<file path="config.mk">
export PLATFORM = sky130hd
export DESIGN_NAME = chipset_index_data_shadow_regs
export DESIGN_NICKNAME = d
export VERILOG_FILES = /design/src/rtl/cidx_pkg.sv /design/src/rtl/cidx_shadow_dec.sv /design/src/rtl/chipset_index_data_shadow_regs.sv
export SDC_FILE = /design/constraint.sdc
export NUM_CORES = 1
export LEC_CHECK = 0
export BUFFER_PORTS_ARGS = -buffer_cell sky130_fd_sc_hd__buf_2
export CELL_PAD_IN_SITES_DETAIL_PLACEMENT = 0
export CELL_PAD_IN_SITES_GLOBAL_PLACEMENT = 1
export CORE_MARGIN = 1
export CORE_UTILIZATION = 24
export DETAILED_ROUTE_END_ITERATION = 10
export PLACE_DENSITY = 0.52
export SETUP_SLACK_MARGIN = 0.15
export SYNTH_ARGS = -nofsm -noshare
export SYNTH_HDL_FRONTEND = slang
export SYNTH_SLANG_ARGS = --single-unit
</file>
<file path="constraint.sdc">
create_clock -name clk -period 3.1 [get_ports clk]
set_input_delay 0.155 -clock clk [delete_from_list [all_inputs] [get_ports clk]]
set_output_delay 0.155 -clock clk [all_outputs]
set_load 0.005 [all_outputs]
</file>
<file path="src/rtl/cidx_pkg.sv">
package cidx_pkg;

  // access kind
  localparam logic CMD_READ  = 1'b0;
  localparam logic CMD_WRITE = 1'b1;

  // port decode
  typedef enum logic [1:0] {
    PORT_INDEX = 2'd0,
    PORT_DATA  = 2'd1,
    PORT_A20   = 2'd2,
    PORT_RESET = 2'd3
  } port_t;

  localparam int unsigned LAST_WRITABLE_DEFAULT = 36;

  // register indexes
  localparam logic [7:0] IDX_RO_BIT       = 8'd5;
  localparam logic [7:0] SHADOW_FIRST_IDX = 8'd13;
  localparam logic [7:0] RO_BIT_MASK      = 8'h10;

  localparam int unsigned SHADOW_REGS       = 6;
  localparam int unsigned REGIONS_PER_REG   = 4;
  localparam int unsigned REGIONS           = SHADOW_REGS * REGIONS_PER_REG;
  localparam int unsigned BIOS_FIRST_REGION = 16;

  localparam logic [7:0] BYTE_ALL_ONES = 8'hff;

  typedef logic [SHADOW_REGS-1:0][7:0] shadow_bank_t;

  typedef struct packed {
    logic [REGIONS-1:0] rd;
    logic [REGIONS-1:0] wr;
    logic               bios_rd;
    logic               bios_wr;
  } shadow_map_t;

  // power-on contents of the register file
  function automatic logic [7:0] reset_value(input logic [7:0] idx);
    logic [7:0] val;
    case (idx)
      8'd0:    val = 8'h90;
      8'd1:    val = 8'hff;
      8'd2:    val = 8'h8a;
      8'd3:    val = 8'h88;
      8'd6:    val = 8'h1b;
      8'd8:    val = 8'h38;
      default: val = 8'h00;
    endcase
    return val;
  endfunction

endpackage

</file>
<file path="src/rtl/cidx_shadow_dec.sv">
module cidx_shadow_dec (
  input  cidx_pkg::shadow_bank_t regs,
  output cidx_pkg::shadow_map_t  map
);

  // two bits per region: upper is internal read, lower is internal write
  always_comb begin
    map = '0;
    for (int j = 0; j < int'(cidx_pkg::SHADOW_REGS); j++) begin
      for (int s = 0; s < int'(cidx_pkg::REGIONS_PER_REG); s++) begin
        map.rd[j*cidx_pkg::REGIONS_PER_REG + s] = regs[j][2*s+1];
        map.wr[j*cidx_pkg::REGIONS_PER_REG + s] = regs[j][2*s];
      end
    end
    map.bios_rd = |map.rd[cidx_pkg::REGIONS-1:cidx_pkg::BIOS_FIRST_REGION];
    map.bios_wr = |map.wr[cidx_pkg::REGIONS-1:cidx_pkg::BIOS_FIRST_REGION];
  end

endmodule

</file>
<file path="src/rtl/chipset_index_data_shadow_regs.sv">
// an accepted word passes the input register, then the result register, which strobes it
// throughput: one word per cycle, busy is never raised in normal running
// the receiver cannot stall, each result is shown for exactly one cycle
// reset (rst_n low, synchronous): index clears, register file reads power-on
// values again, shadow regions all external; busy is set by reset and cleared once rst_n is high
module chipset_index_data_shadow_regs #(
  parameter int unsigned LAST_WRITABLE_INDEX = cidx_pkg::LAST_WRITABLE_DEFAULT
) (
  input  logic        clk,
  input  logic        rst_n,
  input  logic        start,
  output logic        busy,
  input  logic        in_cmd,
  input  logic [1:0]  in_port_offset,
  input  logic [7:0]  in_write_data,
  input  logic        in_a20_alternate,
  output logic        out_valid,
  output logic [7:0]  out_read_data,
  output logic [23:0] out_shadow_read_internal,
  output logic [23:0] out_shadow_write_internal,
  output logic        out_bios_shadow_read,
  output logic        out_bios_shadow_write,
  output logic        out_a20_enable_request,
  output logic        out_a20_disable_request,
  output logic        out_cpu_reset_request
);

  // register file depth and address width
  localparam int unsigned DEPTH = LAST_WRITABLE_INDEX + 1;
  localparam int unsigned AW    = (DEPTH > 1) ? $clog2(DEPTH) : 1;

  // input register stage
  logic       busy_r;
  logic       v1_r;
  logic       cmd1_r;
  logic [1:0] port1_r;
  logic [7:0] wd1_r;
  logic       alt1_r;

  // architectural state
  logic [7:0]             index_r;
  logic [7:0]             mem [DEPTH];
  logic [DEPTH-1:0]       valid_r;
  cidx_pkg::shadow_bank_t shadow_r;

  // result register
  logic       out_valid_r;
  logic [7:0] mem_rd_r;
  logic       use_mem_r;
  logic [7:0] alt_rd_r;
  logic       a20_en_r;
  logic       a20_dis_r;
  logic       cpu_rst_r;

  // decode of the word in the input register
  logic          accept;
  logic          is_write;
  logic          is_read;
  logic          in_range;
  logic          data_wr_en;
  logic [AW-1:0] addr;
  logic [7:0]    wr_byte;
  logic          use_mem_nxt;
  logic [7:0]    alt_rd_nxt;
  cidx_pkg::port_t      port1;
  cidx_pkg::shadow_map_t smap;

  assign accept   = start & ~busy_r;
  assign busy     = busy_r;
  assign port1    = cidx_pkg::port_t'(port1_r);
  assign is_write = v1_r & (cmd1_r == cidx_pkg::CMD_WRITE);
  assign is_read  = v1_r & (cmd1_r == cidx_pkg::CMD_READ);
  assign addr     = index_r[AW-1:0];

  // index 0 and everything above the last writable index are read-only
  assign in_range   = ({24'd0, index_r} <= 32'(LAST_WRITABLE_INDEX));
  assign data_wr_en = is_write & (port1 == cidx_pkg::PORT_DATA) &
                      (index_r != 8'd0) & in_range;

  // bit 4 of index 5 is never writable, so it keeps its power-on zero
  assign wr_byte = (index_r == cidx_pkg::IDX_RO_BIT) ?
                   (wd1_r & ~cidx_pkg::RO_BIT_MASK) : wd1_r;

  // a data read takes the file only where the entry was written since reset
  assign use_mem_nxt = is_read & (port1 == cidx_pkg::PORT_DATA) & in_range &
                       valid_r[addr];

  always_comb begin
    alt_rd_nxt = 8'h00;
    if (cmd1_r == cidx_pkg::CMD_READ) begin
      case (port1)
        cidx_pkg::PORT_INDEX: alt_rd_nxt = index_r;
        cidx_pkg::PORT_DATA:  alt_rd_nxt = cidx_pkg::reset_value(index_r);
        default:              alt_rd_nxt = cidx_pkg::BYTE_ALL_ONES;
      endcase
    end
  end

  // control registers
  always_ff @(posedge clk) begin
    if (!rst_n) begin
      busy_r      <= 1'b1;
      v1_r        <= 1'b0;
      out_valid_r <= 1'b0;
      a20_en_r    <= 1'b0;
      a20_dis_r   <= 1'b0;
      cpu_rst_r   <= 1'b0;
      index_r     <= 8'h00;
      valid_r     <= '0;
      shadow_r    <= '0;
    end else begin
      busy_r      <= 1'b0;
      v1_r        <= accept;
      out_valid_r <= v1_r;
      a20_en_r    <= is_read & (port1 == cidx_pkg::PORT_A20) & ~alt1_r;
      a20_dis_r   <= is_write & (port1 == cidx_pkg::PORT_A20) & alt1_r;
      cpu_rst_r   <= is_read & (port1 == cidx_pkg::PORT_RESET);
      if (is_write && (port1 == cidx_pkg::PORT_INDEX)) begin
        index_r <= wd1_r;
      end
      if (data_wr_en) begin
        valid_r[addr] <= 1'b1;
      end
      // shadow copies kept in flops so the region map is always visible
      for (int j = 0; j < int'(cidx_pkg::SHADOW_REGS); j++) begin
        if (data_wr_en && (index_r == cidx_pkg::SHADOW_FIRST_IDX + 8'(j))) begin
          shadow_r[j] <= wd1_r;
        end
      end
    end
  end

  // input word capture, no reset needed on payload
  always_ff @(posedge clk) begin
    if (accept) begin
      cmd1_r  <= in_cmd;
      port1_r <= in_port_offset;
      wd1_r   <= in_write_data;
      alt1_r  <= in_a20_alternate;
    end
  end

  // register file: one write and one registered read per cycle
  always_ff @(posedge clk) begin
    if (data_wr_en) begin
      mem[addr] <= wr_byte;
    end
    mem_rd_r  <= mem[addr];
    use_mem_r <= use_mem_nxt;
    alt_rd_r  <= alt_rd_nxt;
  end

  cidx_shadow_dec u_shadow_dec (
    .regs (shadow_r),
    .map  (smap)
  );

  // the shadow flops are updated at the same edge as the strobe, so the map
  // shown with the result is the one that stands after the access
  assign out_valid                 = out_valid_r;
  assign out_read_data             = use_mem_r ? mem_rd_r : alt_rd_r;
  assign out_shadow_read_internal  = smap.rd;
  assign out_shadow_write_internal = smap.wr;
  assign out_bios_shadow_read      = smap.bios_rd;
  assign out_bios_shadow_write     = smap.bios_wr;
  assign out_a20_enable_request    = a20_en_r;
  assign out_a20_disable_request   = a20_dis_r;
  assign out_cpu_reset_request     = cpu_rst_r;

endmodule

</file>
* Word level (Yosys, flattened, before mapping)
Memories as Yosys holds them, arrays and structs flattened. A register that Yosys moved wholly into a read port is not among the register bits.
Cells that the tools add are included.
** Word-level totals
- Flip-flop bits (word level) :: 120
- Bits in writable memories :: 296
- Bits of input ports :: 15
- Memories kept :: 1
** Memories
- mem :: words 37, width 8, read ports 1, clocked after memory_dff 1, wr ports 1, line chipset_index_data_shadow_regs.sv:42 : logic [7:0] mem [DEPTH];
** Operators by class
- Magnitude comparators :: 3
- Equality and inequality tests :: 15
- Muxes and demuxes :: 11
- Bitwise gates (word level) :: 18
- Reductions and logical operators :: 13
** Operators by type and width (count)
- 8-bit one-hot mux with 6 select lines :: 1
- 37-bit OR :: 1
- 8-bit by 4-bit equality test with 1-bit output, second input constant :: 4
- 8-bit by 5-bit equality test with 1-bit output, second input constant :: 3
- 8-bit by 2-bit equality test with 1-bit output, second input constant :: 2
- 8-bit by 3-bit equality test with 1-bit output, second input constant :: 2
- 8-bit one-hot mux with 2 select lines :: 1
- 8-bit OR reduction :: 2
- 1-bit bitwise AND :: 14
- 8-bit by 1-bit equality test with 1-bit output, second input constant :: 1
- 8-bit by 6-bit <= comparator with 1-bit output, second input constant :: 1
- 1-bit logical AND :: 8
- 8-bit logical NOT :: 1
- 8-bit 2-to-1 mux :: 1
- 8-bit nonzero test :: 1
- 6-bit by 7-bit < comparator with 1-bit output, second input constant :: 1
- 1-bit binary-select mux with 6-bit select :: 1
- 1-bit demux with 6-bit select :: 1
- 6-bit by 1-bit greater-or-equal comparator with 1-bit output, second input constant :: 1
- 1-bit 2-to-1 mux :: 5
- 5-bit 2-to-1 mux :: 1
- 2-bit equality test, second input constant :: 2
- 1-bit NOT :: 3
- 2-bit by 1-bit equality test with 1-bit output, second input constant :: 1
- 2-bit logical NOT :: 1

* Depth between registers and ports, before layout
Gate-level depths: netlist of run 1.
- Depth after elaboration :: 6
- Gate-level depth with buffers :: 8
- Mapped depth without buffers :: 5

* Modules after synthesis
Synthesis of run 1 repeated with hierarchy kept, for this count alone.
** Second synthesis, totals
- Cell total of the unflattened synthesis :: 1162
- Area total of the unflattened synthesis :: 16857.4 µm²
** Modules (own cells, without submodules)
- chipset_index_data_shadow_regs :: instances 1, cells each 1108, area each 16464.5 µm²
- cidx_shadow_dec :: instances 1, cells each 54, area each 392.9 µm²

* Worst setup path after synthesis of run 1
OpenSTA, ideal clock, no wires.
- Kind :: flip-flop to flip-flop
- From :: register index_r[1]
- To :: memory mem[0][4] (data pin)
- Data arrival time :: 2.362 ns
- Data required time :: 2.595 ns
- Setup slack :: 0.233 ns
- Cell stages (with the launch flop) :: 6
- Period minus slack after synthesis :: 2.867 ns
- Cells stage by stage :: dfxtp_1 buf_4 nand2b_1 clkbuf_1 nor2_1 a21boi_0
** On the way
- Word-level cells in the longest chain between the ends :: 2
** RTL lines
- from (decl) :: line chipset_index_data_shadow_regs.sv:41 : logic [7:0] index_r;
- from (signal assigned) :: line chipset_index_data_shadow_regs.sv:119 : index_r <= wd1_r;
- 8-bit by 3-bit equality test with 1-bit output :: line chipset_index_data_shadow_regs.sv:81 : assign wr_byte = (index_r == cidx_pkg::IDX_RO_BIT) ?
- 5-bit 2-to-1 mux :: line chipset_index_data_shadow_regs.sv:81
- net wr_byte[4] :: line chipset_index_data_shadow_regs.sv:62 : logic [7:0] wr_byte;
- to (decl) :: line chipset_index_data_shadow_regs.sv:42
The timed path passes the listed nets, and every way through them passes these cells.

==> impl_metrics.json, run 1 <==
{
  "status": "finished, final reports clean",
  "syn-instance-count": 1076,
  "yosysMostFrequentCell": "edfxtp_1",
  "p_per_area_mw_per_mm2": 578,
  "yosys.area.top_type_share": 0.555,
  "gp_congestion": 0.789,
  "port_buffers": 77,
  "vias": 9557,
  "grt_pass1_vias": 9574,
  "rsz0062_at_grt": "false",
  "hold_viol_final": 0,
  "yosysUniqueCellTypes": 57,
  "final_max_slew_viol_count": 0,
  "ioPinCount": 78,
  "drc": 0,
  "yosys_warnings": 0,
  "cts_sinks": 424,
  "clk-insertion-delay-late_ns": 0.57,
  "dr.pass1.iters": 5,
  "startpoint_type": "register",
  "critPathKind": "reg -> reg",
  "antenna_cells": 0,
  "min_path_type": "in -> reg",
  "power.leakage_nw": 6.46,
  "routed_via_density": 4.37,
  "yosysSeqAreaShare": 0.694,
  "tns_ns": 0,
  "instances_no_fill": 2189,
  "fp.dieW_um": 266,
  "ys_top_cells_by_count": "edfxtp_1, mux2i_1, dfxtp_1, nor2_1, a22oi_1",
  "fin_skew_ns": 0.0276,
  "clk_root_buffer_cell": "clkbuf_16",
  "slowest_stage": "dfxtp_4",
  "critPathCaptureType": "register",
  "drtIter0Drc": 687,
  "clk_pin_slew_worst_paths_ns": 0.07,
  "place_inst": 2097,
  "synth_edf_count": 308,
  "die_area_mm2": 0.0705,
  "grt_pass1_wl_um": 66700,
  "required_ns": 3.56,
  "cpPeakStageDelay_ns": 0.93,
  "synthArstFlopShare": 0,
  "wire_per_inst_um": 20.7,
  "cts_max_level": 2,
  "synth.largest_area_cell": "edfxtp_1",
  "maxCapViolations": 0,
  "die_y_um": 266,
  "grtUsageTotal": 0.129,
  "worst_pin_slew_ns": 1.12,
  "clk_path_buf_depth": 3,
  "setup_viol": 0,
  "period_share": 0.880,
  "routed_wl_um": 45400,
  "start_util": 0.243,
  "crit_chain": "buf_12 -> mux2i_1 -> a22o_1 -> a221oi_1 -> o22ai_1 -> o41ai_2",
  "ys_ff_latch": 424,
  "grt_max_degree": 49,
  "synthTopCellsByArea": "edfxtp_1, dfxtp_1, mux2i_1",
  "arrival_ns": 3.19,
  "fp.coreArea_mm2": 0.0687,
  "dp_hpwl_um": 28500,
  "drive_above_1_share": 0.231,
  "ant_nets": 0,
  "rows": 96,
  "grt_antenna_before_repair": 0,
  "fin_crit_ns": 2.73,
  "cts_buffers": 44,
  "post_cts_resized": 0,
  "cts_tree": "yes",
  "syn_avg_cell_area_um2": 15.5,
  "dominantRegCellSynth": "edfxtp_1",
  "relSlewSlack": 0.252,
  "cts_setup_buffers": 0,
  "synth_area_mm2": 0.0167,
  "grt-ovfl-total": 0,
  "syn_to_final_growth_pct": 20.4,
  "nets": 1239,
  "ir_worst_vdd_mv": 0.431,
  "crit_path_max_fanout": 48,
  "timing.fmax_ghz": 0.367
}
## per-layer routing
| metal | vias up | routed length, um | global-route usage |
|---|---|---|---|
| met5 | - | 0 | 0 |
| met4 | 0 | 1150 | 0.0396 |
| met3 | 53 | 1700 | 0.0235 |
| met2 | 204 | 21900 | 0.215 |
| met1 | 4877 | 20600 | 0.168 |
| li1 | 4423 | - | - |
## power by group
part | switching [W] | leakage (nW) | total [W] | internal, W
Combinational | 0.000143 | 2.04 | 0.000217 | 0.0000741
Sequential | 0.0000399 | 3.72 | 0.00612 | 0.00608
Clock | 0.00217 | 0.702 | 0.00526 | 0.00310
## cell type report
class,count,area [um^2]
fillers,6946,48600
flip-flops and latches,424,11600
multi-input cells,584,4740
clock buffers,59,1220
repair buffers,167,1170
well taps,931,1160
clock inverters,21,205
inverters,3,11.3
## path summary, 6_finish.rpt
check	depth (start not counted)	endpoint	slack, ns	start
worst max-delay path	6	mem_rd_r[4]	0.37	index_r[1]
worst min-delay path	2	busy	0.07	rst_n
worst max register to register	6	mem_rd_r[4]	0.37	index_r[1]
worst min register to register	1	out_a20_enable_request	0.45	alt1_r
## cell usage in the layout (no fill, tap or decap), types with 9 or more instances in the layout
cell / count
nor2_1: 97
edfxtp_1: 308
nor3_1: 9
mux2_2: 18
buf_4: 72
a22o_1: 16
clkinv_2: 10
a21oi_1: 30
buf_2: 77
a22oi_1: 34
nand2_1: 22
clkbuf_16: 46
o22ai_1: 9
dlygate4sd3_1: 12
a221oi_1: 9
mux2i_1: 192
mux4_2: 11
o21a_1: 30
clkbuf_1: 11
dfxtp_1: 115
## sequential cells by signal, indices dropped and copies added, names as in the netlist, 2 cells and up
name      cells
wd1_r         8
index_r       8
mem_rd_r      8
mem         296
valid_r      37
alt_rd_r      8
port1         2
shadow_r     48
## cells by family (layout without fill, tap and decap cells)
logic type,Yosys count,count (layout),synth area share
buffers and inverters,75,250,0.0254
multiplexers,223,223,0.145
AND/OR/NAND/NOR,192,192,0.0582
AO/OA/AOI/OAI,161,161,0.0768
flip-flops,424,424,0.694
other,1,8,0.000225
## worst max-delay path, delay by kind of cell, from the launching register on
family	cells	cell delay [ns]
multiplexers	1	0.11
AO/OA/AOI/OAI	4	1.25
flip-flops	1	0.93
buffers and inverters	1	0.29
## what timing repair did
item	4_1_cts	5_1_grt
endpoints found under the setup margin	0	0
hold endpoints to repair	12	0
hold buffers	12	0
## through the flow
stage                     hold slack, ns  worst slack, ns  total power (W)  cell area (um^2)   util
after floorplan                    0.254            0.233          0.00634             16700      -
after global placement             0.334            0.421          0.00645             18500  0.270
after detailed placement           0.333            0.357          0.00646             18500  0.270
after CTS                         0.0725            0.338           0.0117             20100  0.292
after global routing               0.104            0.285           0.0120             20100  0.292
final                             0.0727            0.372           0.0116             20100  0.292
No activity file was read; power rests on OpenSTA's default activity.
==> run 2: changes to the inputs <==
--- a/config.mk
+++ b/config.mk
@@ -11,7 +11,7 @@
 export CORE_MARGIN = 1
 export CORE_UTILIZATION = 24
 export DETAILED_ROUTE_END_ITERATION = 10
-export PLACE_DENSITY = 0.52
+export PLACE_DENSITY_LB_ADDON = 0.1
 export SETUP_SLACK_MARGIN = 0.15
 export SYNTH_ARGS = -nofsm -noshare
 export SYNTH_HDL_FRONTEND = slang
==> impl_metrics.json, run 2 (synthesis gave the netlist of run 1 again) <==
{
  "status": "finished, final reports clean",
  "rows": 96,
  "gp_congestion": 0.738,
  "maxCapViolations": 0,
  "grt_max_degree": 45,
  "fill_cells": 7023,
  "drtIter0Drc": 480,
  "start_util": 0.243,
  "nets": 1248,
  "grt_antenna_before_repair": 3,
  "wl_met3_um": 1750,
  "whs_ns": 0.0283,
  "min-delay-start": "rst_n",
  "rsz0062_at_grt": "false",
  "fin_skew_ns": 0.0216,
  "biggestRegsByFlops": "mem x296, shadow_r x48, valid_r x37",
  "port_buffers": 77,
  "clk_pin_slew_worst_paths_ns": 0.06,
  "cts_buffers": 49,
  "top_layer": "met5",
  "fp.dieW_um": 266,
  "arrival_ns": 3.00,
  "syn_to_final_growth_pct": 21.6,
  "cpPeakStageDelay_ns": 0.69,
  "grt-ovfl-total": 0,
  "cts_sinks": 424,
  "worst_slack_ns": 0.545,
  "wire_per_inst_um": 22.8,
  "pre_cts_ws_ns": 0.516,
  "met1Wirelength_um": 23300,
  "grt_pass1_wl_um": 73100,
  "die_y_um": 266,
  "routed_via_density": 4.31,
  "cts_setup_buffers": 0,
  "setup_viol": 0,
  "drc": 0,
  "die_area_mm2": 0.0705,
  "clk_root_buffer_cell": "clkbuf_16",
  "grtUsageTotal": 0.144,
  "min_path_type": "in -> reg",
  "layout_commonest_cell": "edfxtp_1",
  "power.leakage_nw": 6.58,
  "required_ns": 3.54,
  "slowest_stage": "a21oi_1",
  "grt_pass1_vias": 10079,
  "timing.fmax_ghz": 0.391,
  "period_share": 0.824,
  "final_cell_mix": "edfxtp_1, mux2i_1, dfxtp_1",
  "cp.depth": 5,
  "tns_ns": 0,
  "crit_path_max_fanout": 25,
  "drive_above_1_share": 0.235,
  "worst_pin_slew_ns": 0.857,
  "relSlewSlack": 0.428,
  "ant_nets": 0,
  "worst-path-buf-inv": 1,
  "clk_path_buf_depth": 3,
  "ioPinCount": 78,
  "final_max_slew_viol_count": 0,
  "min_path_cells": 2,
  "cp-startpoint": "index_r[0]",
  "ir_worst_vdd_mv": 0.352,
  "fp.coreArea_mm2": 0.0687,
  "dp_hpwl_um": 32500,
  "cts_max_level": 2,
  "critPathCaptureType": "register",
  "critPathKind": "reg -> reg",
  "reg2reg_from": "index_r[0]",
  "fin_crit_ns": 2.56,
  "multiInputGateArea_mm2": 0.00475,
  "ff_latch_area_mm2": 0.0116,
  "startpoint_type": "register",
  "crit_chain": "and2_4 -> buf_4 -> a22oi_1 -> a21oi_1 -> o41ai_2",
  "crit_family": "compound AO/OA/AOI/OAI gates",
  "dr_wl_met2_um": 24100,
  "vias": 9510,
  "dr.pass1.iters": 4,
  "hold_viol_final": 0,
  "routed_wl_um": 50300,
  "rr_worst_depth": 5,
  "cts_tree": "yes",
  "p_per_area_mw_per_mm2": 598,
  "clk-insertion-delay-late_ns": 0.59,
  "largest_reg_flops": 296,
  "regMostFlops": "mem"
}
run 2: metal layers:
layer / up-vias / global-route usage
met3: 70 / 0.0229
met4: 2 / 0.0447
met5: - / 0
met1: 4806 / 0.192
met2: 168 / 0.241
li1: 4464 / -
run 2: final timing paths:
| path | endpoint | slack [ns] |
|---|---|---|
| worst max-delay path | mem_rd_r[5] | 0.54 |
| worst min-delay path | busy | 0.03 |
| worst max register to register | mem_rd_r[5] | 0.54 |
| worst min register to register | valid_r[24] | 0.46 |
run 2: cell type report:
type / count / area share
flip-flops and latches: 424 / 0.571
multi-input cells: 584 / 0.234
clock buffers: 76 / 0.0715
repair buffers: 171 / 0.0577
well taps: 931 / 0.0574
clock inverters: 16 / 0.00747
inverters: 3 / 0.000555
diodes: 1 / 0.000123
run 2: stage by stage:
stage	util	cell area, um^2	cells	power (W)
5_1_grt	0.295	20300	2205	0.0125
4_1_cts	0.295	20300	2205	0.0124
3_5_place_dp	0.270	18600	2101	0.00648
2_1_floorplan	-	16700	1083	0.00634
3_3_place_gp	0.270	18600	2101	0.00648
6_report	0.295	20300	2206	0.0121
run 2: repair_timing:
| item | in CTS | in global routing |
|---|---|---|
| hold endpoints to repair | 12 | 0 |
| resized for setup | 0 | 0 |
| hold buffers | 12 | 0 |
run 2: where the power goes:
group | internal [W] | switching [W] | total, W
clock network | 0.00345 | 0.00231 | 0.00576
logic | 0.0000786 | 0.000168 | 0.000247
registers | 0.00608 | 0.0000273 | 0.00611
run 2: worst reg2reg max path, cell delays in order, from the launching register on:
cell     delay (ns)
dfxtp_1        0.57
and2_4         0.50
buf_4          0.31
a22oi_1        0.18
a21oi_1        0.70
o41ai_2        0.14
==> run 3: changes to the inputs <==
==> constraint.sdc (replaced) <==
create_clock -name clk -period 2.66 [get_ports clk]
set_input_delay 0.133 -clock clk [delete_from_list [all_inputs] [get_ports clk]]
set_output_delay 0.133 -clock clk [all_outputs]
set_load 0.005 [all_outputs]
==> impl_metrics.json, run 3 (synthesis gave the netlist of run 1 again) <==
{
  "multiInputGateArea_mm2": 0.00476,
  "grt-ovfl-total": 0,
  "worst-path-buf-inv": 1,
  "pre_cts_ws_ns": 0.121,
  "min_path_cells": 2,
  "die_area_mm2": 0.0705,
  "worst_pin_slew_ns": 0.737,
  "required_ns": 3.11,
  "reg2reg_from": "index_r[0]",
  "grt_pass1_vias": 10016,
  "setup_viol": 0,
  "p_per_area_mw_per_mm2": 688,
  "start_util": 0.243,
  "utilization": 0.299,
  "slowest_stage": "a21oi_1",
  "reg2reg_to": "mem_rd_r[5]",
  "largest_reg_flops": 296,
  "drtIter0Drc": 469,
  "dp_hpwl_um": 33100,
  "rsz0062_at_grt": "false",
  "cts_tree": "yes",
  "syn_to_final_growth_pct": 23.3,
  "ioPinCount": 78,
  "min_path_type": "in -> reg",
  "status": "finished, final reports clean",
  "nets": 1277,
  "cts_buffers": 50,
  "hold-path-endpoint": "valid_r[7]",
  "critPathKind": "reg -> reg",
  "startpoint_type": "register",
  "routed_via_density": 4.30,
  "layout_commonest_cell": "edfxtp_1",
  "period_share": 0.918,
  "clk-insertion-delay-late_ns": 0.58,
  "cpPeakStageDelay_ns": 0.55,
  "gp_congestion": 0.783,
  "drc": 0,
  "regMostFlops": "mem",
  "fin_skew_ns": 0.0185,
  "fp.coreArea_mm2": 0.0687,
  "final_max_slew_viol_count": 0,
  "crit_chain": "nor2b_4 -> buf_4 -> a22oi_1 -> a21oi_1 -> o41ai_2",
  "wire_per_inst_um": 22.5,
  "cts_max_level": 2,
  "final_cell_mix": "edfxtp_1, mux2i_1, dfxtp_1",
  "tns_ns": 0,
  "rows": 96,
  "dr.pass1.iters": 5,
  "grtUsageTotal": 0.144,
  "biggestRegsByFlops": "mem x296, shadow_r x48, valid_r x37",
  "fp.dieW_um": 266,
  "crit_path_max_fanout": 15,
  "ant_nets": 0,
  "power.leakage_nw": 6.74,
  "clk_path_buf_depth": 3,
  "clk_pin_slew_worst_paths_ns": 0.06,
  "die_y_um": 266,
  "cts_sinks": 424,
  "ir_worst_vdd_mv": 0.478,
  "min-delay-start": "rst_n",
  "routed_wl_um": 50300,
  "vias": 9601,
  "fin_crit_ns": 2.44,
  "grt_max_degree": 52,
  "grt_antenna_before_repair": 1,
  "arrival_ns": 2.89,
  "grt_pass1_wl_um": 72800,
  "rr_worst_depth": 5,
  "maxCapViolations": 0,
  "fill_cells": 7022,
  "port_buffers": 77,
  "relSlewSlack": 0.509,
  "timing.fmax_ghz": 0.410,
  "clk_root_buffer_cell": "clkbuf_16",
  "ff_latch_area_mm2": 0.0116,
  "hold_viol_final": 0,
  "total_power_w": 0.0141,
  "ff2ff_setup_slack_ns": 0.22,
  "worst_slack_ns": 0.218,
  "critPathCaptureType": "register",
  "crit_family": "compound AO/OA/AOI/OAI gates",
  "drive_above_1_share": 0.256
}
[run 3: where the power goes]
group	internal [W]	switching [W]
logic	0.000104	0.000198
clock network	0.00403	0.00268
registers	0.00709	0.0000370
[run 3: metal layers]
| metal | part of all wire | vias to the layer above | routed length [um] | GRT usage |
|---|---|---|---|---|
| li1 | - | 4517 | - | - |
| met1 | 0.48 | 4848 | 24200 | 0.199 |
| met2 | 0.46 | 171 | 23000 | 0.227 |
| met3 | 0.032 | 65 | 1620 | 0.0251 |
| met4 | 0.030 | 0 | 1490 | 0.0480 |
| met5 | 0 | - | 0 | 0 |
[run 3: per-stage QoR]
stage	std cells	cell area, um^2	hold slack (ns)
final	2235	20600	0.0119
after global routing	2234	20600	0.00583
after CTS	2233	20500	0.000570
after detailed placement	2128	18800	0.311
after global placement	2128	18800	0.313
after floorplan	1083	16700	0.232
[run 3: worst max-delay path by stage]
stage,startpoint,depth (start not counted),to
floorplan,port1[1],5,mem[20][0]
global placement,index_r[1],5,mem_rd_r[0]
detailed placement,index_r[1],5,mem_rd_r[0]
CTS,index_r[0],5,mem_rd_r[5]
global route,index_r[0],5,mem_rd_r[5]
finish,index_r[0],5,mem_rd_r[5]
[run 3: timing repair]
action	4_1_cts	5_1_grt
hold buffers	12	0
gates resized for setup	2	2
endpoints found under the setup margin	2	2
pin swaps	0	0
setup buffers	0	1
endpoints found under the hold margin	12	0
[run 3: final cells by class]
type | instances | share of cell area
repair buffers | 199 | 0.0695
clock inverters | 18 | 0.00833
inverters | 3 | 0.000548
well taps | 931 | 0.0566
diodes | 1 | 0.000122
clock buffers | 75 | 0.0703
multi-input cells | 584 | 0.232
flip-flops and latches | 424 | 0.563
